[config.mk]
export PLATFORM = sky130hd
export DESIGN_NAME = hlvm_ctrl
export DESIGN_NICKNAME = d
export VERILOG_FILES = /design/src/rtl/core/hough_layer_vote_merge_top_defines.svh /design/src/rtl/core/hlvm_pkg.sv /design/src/rtl/core/hlvm_ctrl.sv
export SDC_FILE = /design/constraint.sdc
export NUM_CORES = 1
export LEC_CHECK = 0
export ABC_AREA = 1
export BUFFER_PORTS_ARGS = -buffer_cell sky130_fd_sc_hd__buf_4
export CAP_MARGIN = 15
export CORE_AREA = 10 10 47 49
export CTS_BUF_LIST = sky130_fd_sc_hd__clkbuf_8
export DETAILED_ROUTE_END_ITERATION = 12
export DIE_AREA = 0 0 57 59
export PLACE_DENSITY_LB_ADDON = 0.12
export REMOVE_ABC_BUFFERS = 1
export SLEW_MARGIN = 20
export SYNTH_ARGS = -nofsm -noshare
export SYNTH_HDL_FRONTEND = slang
export SYNTH_SLANG_ARGS = --single-unit
[constraint.sdc]
create_clock -name clk -period 1.3 [get_ports clk]
set_clock_uncertainty 0.15 [all_clocks]
set_input_delay 0.26 -clock clk [delete_from_list [all_inputs] [get_ports clk]]
set_output_delay 0.26 -clock clk [all_outputs]
set_load 0.005 [all_outputs]
[src/rtl/core/hough_layer_vote_merge_top_defines.svh]
// ----------------------------------------------------------------------------
// Hough layer vote merge: assertion macros
// Shared concurrent assertion forms used by the top level.
// ----------------------------------------------------------------------------
`ifndef HOUGH_LAYER_VOTE_MERGE_TOP_DEFINES_SVH
`define HOUGH_LAYER_VOTE_MERGE_TOP_DEFINES_SVH

// The consequent must hold in the same cycle as the antecedent.
`define HLVM_ASSERT_SAME(label, ante, cons, msg) \
    label: assert property (@(posedge clk) disable iff (!rst_n) (ante) |-> (cons)) \
        else $error(msg);

// The consequent must hold in the cycle after the antecedent.
`define HLVM_ASSERT_NEXT(label, ante, cons, msg) \
    label: assert property (@(posedge clk) disable iff (!rst_n) (ante) |=> (cons)) \
        else $error(msg);

`endif

[src/rtl/core/hlvm_pkg.sv]
// ----------------------------------------------------------------------------
// Hough layer vote merge package
// Sizes, command and register codes, and the controller/datapath interface.
// ----------------------------------------------------------------------------
package hlvm_pkg;

    localparam int NUM_LAYERS    = 8;
    localparam int NUM_WORDS     = 128;
    localparam int BITS_PER_WORD = 32;

    localparam int COUNT_W   = 8;
    localparam int LAYER_W   = $clog2(NUM_LAYERS);
    localparam int WORD_W    = $clog2(NUM_WORDS);
    localparam int COL_W     = $clog2(BITS_PER_WORD);
    localparam int CELL_W    = WORD_W + COL_W;
    localparam int ROW_W     = BITS_PER_WORD * COUNT_W;
    localparam int LCOUNT_W  = 4;
    localparam int CFG_IDX_W = 2;
    localparam int CFG_DAT_W = 8;

    localparam logic [COUNT_W-1:0] COUNT_MAX = {COUNT_W{1'b1}};

    typedef enum logic [1:0] {
        CMD_ACCUM = 2'd0,
        CMD_CLEAR = 2'd1,
        CMD_READ  = 2'd2
    } cmd_t;

    localparam logic [CFG_IDX_W-1:0] REG_LAYER_ENABLE = 2'd0;
    localparam logic [CFG_IDX_W-1:0] REG_LAYERS_USED  = 2'd1;
    localparam logic [CFG_IDX_W-1:0] REG_SKIP_FIRST   = 2'd2;

    typedef struct packed {
        logic [NUM_LAYERS-1:0] layer_enable;
        logic [LCOUNT_W-1:0]   layers_in_use;
        logic                  skip_first_layer;
    } cfg_t;

    typedef struct packed {
        logic load;
        logic rd_en;
        logic wr_en;
        logic clr;
        logic capture;
    } ctrl_cmd_t;

    typedef struct packed {
        logic accum_ok;
        logic is_clear;
        logic is_read;
    } dp_status_t;

endpackage

[src/rtl/core/hlvm_ctrl.sv]
// ----------------------------------------------------------------------------
// Hough layer vote merge controller
// Sequences each command: row fetch and write-back for an accumulate, row fetch and capture for a read, and the clear.
// ----------------------------------------------------------------------------
module hlvm_ctrl (
    input  logic                clk,
    input  logic                rst_n,
    input  logic                start,
    input  hlvm_pkg::dp_status_t status,
    output hlvm_pkg::ctrl_cmd_t  cmd,
    output logic                busy,
    output logic                done
);
    import hlvm_pkg::*;

    typedef enum logic [2:0] {
        ST_IDLE   = 3'b001,
        ST_FETCH  = 3'b010,
        ST_UPDATE = 3'b100
    } state_t;

    state_t state_reg;
    state_t state_next;
    logic   done_reg;
    logic   done_next;

    always_comb
    begin
        state_next = state_reg;
        done_next  = 1'b0;
        cmd        = '0;
        unique case (state_reg)
            ST_IDLE:
            begin
                if (start)
                begin
                    cmd.load   = 1'b1;
                    state_next = ST_FETCH;
                end
            end
            ST_FETCH:
            begin
                if (status.accum_ok || status.is_read)
                begin
                    cmd.rd_en  = 1'b1;
                    state_next = ST_UPDATE;
                end
                else
                begin
                    cmd.clr    = status.is_clear;
                    state_next = ST_IDLE;
                end
            end
            ST_UPDATE:
            begin
                cmd.wr_en   = status.accum_ok;
                cmd.capture = status.is_read;
                done_next   = status.is_read;
                state_next  = ST_IDLE;
            end
            default:
            begin
                state_next = ST_IDLE;
            end
        endcase
    end

    always_ff @(posedge clk or negedge rst_n)
    begin
        if (!rst_n)
        begin
            state_reg <= ST_IDLE;
            done_reg  <= 1'b0;
        end
        else
        begin
            state_reg <= state_next;
            done_reg  <= done_next;
        end
    end

    assign busy = (state_reg != ST_IDLE);
    assign done = done_reg;

endmodule

# After elaboration in Yosys (flattened, before gate mapping)
# Cells that the tools add are included.
# totals
regBits	4
latch_bits	0
ram_bits	0
mem_bits_ro	0
input_bits	6
out_inout_bits	7
mem_count	0
# op_classes
addsub	0
multipliers	0
n_div	0
magnitude_cmp	0
eq_ne	5
n_shift	0
muxes	11
bitwise_logic	0
reduce_logical	1
# op_table
op	count
$mux W1	8
$mux W3	2
$pmux W3 S2	1
$eq A3 B1 Y1 const B	1
$eq A3 B2 Y1 const B	1
$eq A3 B3 Y1 const B	1
$ne A3 B1 Y1 const B	1
$ne A2 B2 Y1 const B	1
$logic_or A1 B1 Y1	1

# Depth between registers and ports, before layout
# depth
depth_word	3
mapped_depth	4
mapped_depth_nobuf	4

# Least setup slack after synthesis
# No wires, ideal clock.
# synth_timing
kind	flip-flop to output port
from	reg state_reg[0]
to	out cmd[3] (netlist name)
arrival_time_ps	818
t_required_ps	890
setup_slack_ps	72
stages_incl_launch_ff	5
n_path_buf	1
cell_sequence	dfstp_2 -> inv_1 -> nand3_2 -> nor2_2 -> buf_4
# synth_rtl
item	line_no	text
from (decl)	hlvm_ctrl.sv:22	state_t state_reg;
from (signal assigned)	hlvm_ctrl.sv:77	state_reg <= state_next;
to (decl)	hlvm_ctrl.sv:10	output hlvm_pkg::ctrl_cmd_t cmd,

==> results.md <==
* Status: finished, violations left
* Failing checks: negative setup slack
* Initial antenna violation count at 0
* Crit path arrival time at 1.08 ns
* Worst hold path type: input pin to flop
* Max Slew Vio Count at 0
* Routed WL at 574 um
* Sequential share of the synthesized area at 46.6%
* Die width at 57 um
* Core ar. at 1400 sq um
* Leakage at 0.218 nW
* Net count, final at 51
* Initial DRC Count at 1
* Number of distinct library cells after synthesis at 10
* Largest register FFs at 3
* Largest net degree at the start of global routing at 5
* RSZ-0062 raised after global routing: true
* TritonRoute pass-1 iters at 2
* Relative slew slack at slightly below 90%
* Antenna Violating Nets Remaining at 0
* CP required at 0.89 ns
* Routed len/inst at approximately 9.6 um
* Area Overhead vs Synth at 96.0%
* Synth top area share at 34.5%
* Synth Warn # at 0
* # port buffers at 12
* Max Cap Viol at 0
* Vias per cell at approximately 3.6
* Worst-skew pair later-pin latency at 0.22 ns
* Hold Slack at 0.150 ns
* First-pass GRT wire length at 952 um
* Critical path endpoint category: output pin
* Pwr per Cell Area at 1680 nW/um^2
* Final Util at a little under a third
* Vias in the first global route at about 250
* Worst-margin pin slew at between 0.15 and 0.2 ns
* Fin. Hold Viols at 0
* # setup viols final at 6
* Synth top area cells: dfrtp_1 34%, dfstp_2 12%, nor2_2 11%
* GRT overflow at 0
* Inserted Clock Buffers at 3
* Critical path startpoint category: flop
* Die Ht at between 50 and 60 um
* # DRC at 0
* Worst-path fanout max at 3
* Tot GR Track Use at under 10%
* Antenna Cells at 0
* Netlist Area Pre-Place at roughly 220 sq um
* Total number of vias at 216
* Fin cells at 60
* Setup ws final at -0.191 ns
* Clock sink count at 4
* Mapped Avg Cell Area at 8.37 sq um
* Pre-CTS setup slack at 0.0340 ns
* Initial core utilization at between 15 and 20%
* Final period utilization at 115%
* CTS root buf: clkbuf_8
* # rows at 14
* Die footprint at 3360 sq um
* Fraction of layout cells with a size suffix above 1 at 70.5%
* Final worst path period need at 1.49 ns
* CTS max path bufs at 2
* Class of the most critical setup path: flop to output pin
* RePlAce Congestion at about 0.65
* Synth area leader: dfrtp_1
* IO Pins at 13
* Clk slew on worst S/H paths at around 0.030 ns
* Htree depth at 1
* Synth Instances at 26
* CTS tree: done
* Placed Cells at 52
* Max Freq at 671 MHz
* #FFs+latches synth at 4
* Worst VDD drop at 0.000614 V
[synthesized netlist by cell type]
| cell type | count |
|---|---|
| buf_4 | 2 |
| dfrtp_1 | 3 |
| dfstp_2 | 1 |
| inv_1 | 5 |
| nand2_1 | 2 |
| nand2_2 | 1 |
| nand3_2 | 1 |
| nor2_1 | 6 |
| nor2_2 | 4 |
| nor2_4 | 1 |
[power by group]
part / total [W] / switching (W) / internal [W]
Clock: 0.000266 / 0.0000648 / 0.000201
Combinational: 0.000260 / 0.000116 / 0.000144
Sequential: 0.000191 / 0.0000302 / 0.000161
[worst max-delay path, cell delays in order, from the launching register on]
cell	delay, ns
dfstp_2	0.54
inv_1	0.07
nand3_4	0.08
nor2_4	0.04
buf_4	0.13
[cells by family after synthesis]
kind of cell           Yosys count  share of synthesized area [%]
AND/OR/NAND/NOR                 15                           37.9
flip-flops                       4                           46.6
buffers and inverters            7                           15.5
[path summary, 6_finish.rpt]
check	start	to	slack, ns	cells past startpoint
max	state_reg[0]	cmd[3]	-0.19	4
min	status[0]	done	0.15	3
max reg2reg	state_reg[0]	state_reg[0]	0.20	4
min reg2reg	state_reg[0]	state_reg[1]	0.43	2
max in group asynchronous	rst_n	state_reg[0]	0.58	2
min in group asynchronous	rst_n	done	0.23	2
[per-stage QoR]
step / TNS (ns) / power [W] / area (sq um)
6_report: -0.946 / 0.000717 / 427
5_1_grt: -1.21 / 0.000765 / 427
4_1_cts: -0.993 / 0.000655 / 375
3_5_place_dp: 0 / 0.000365 / 313
3_3_place_gp: 0 / 0.000366 / 313
2_1_floorplan: 0 / 0.000279 / 203
[cells in the final DEF, fill, tap and decap left out]
cell,n
dlygate4sd3_1,1
inv_1,6
dfrtp_1,3
nor2_1,2
nor2_4,2
nand2_1,1
nand3_4,1
clkbuf_8,3
dfstp_2,1
nor2_2,7
buf_4,12
nand2_2,2
buf_6,3
[metal layers]
layer	vias up	GRT usage, %	part of all wire, %
li1	108	-	-
met1	99	3.08	32
met2	7	5.89	61
met3	2	1.50	2.8
met4	0	6.04	4.0
met5	-	0	0
[what timing repair did]
item                                    in CTS  in global routing
endpoints found under the setup margin       6                  6
setup buffers                                1                  2
hold endpoints to repair                     4                  0
pin swaps                                    4                  3
hold buffers                                 1                  0
gates resized for setup                      0                 10
[layout make-up]
class                   count  area (sq um)
clock buffers               3          41.3
clock inverters             1          3.75
fillers                   160           975
inverters                   5          18.8
multi-input cells          15           108
flip-flops and latches      4           101
well taps                  16          20.0
repair buffers             16           134
(Power assumes the default switching activity.)
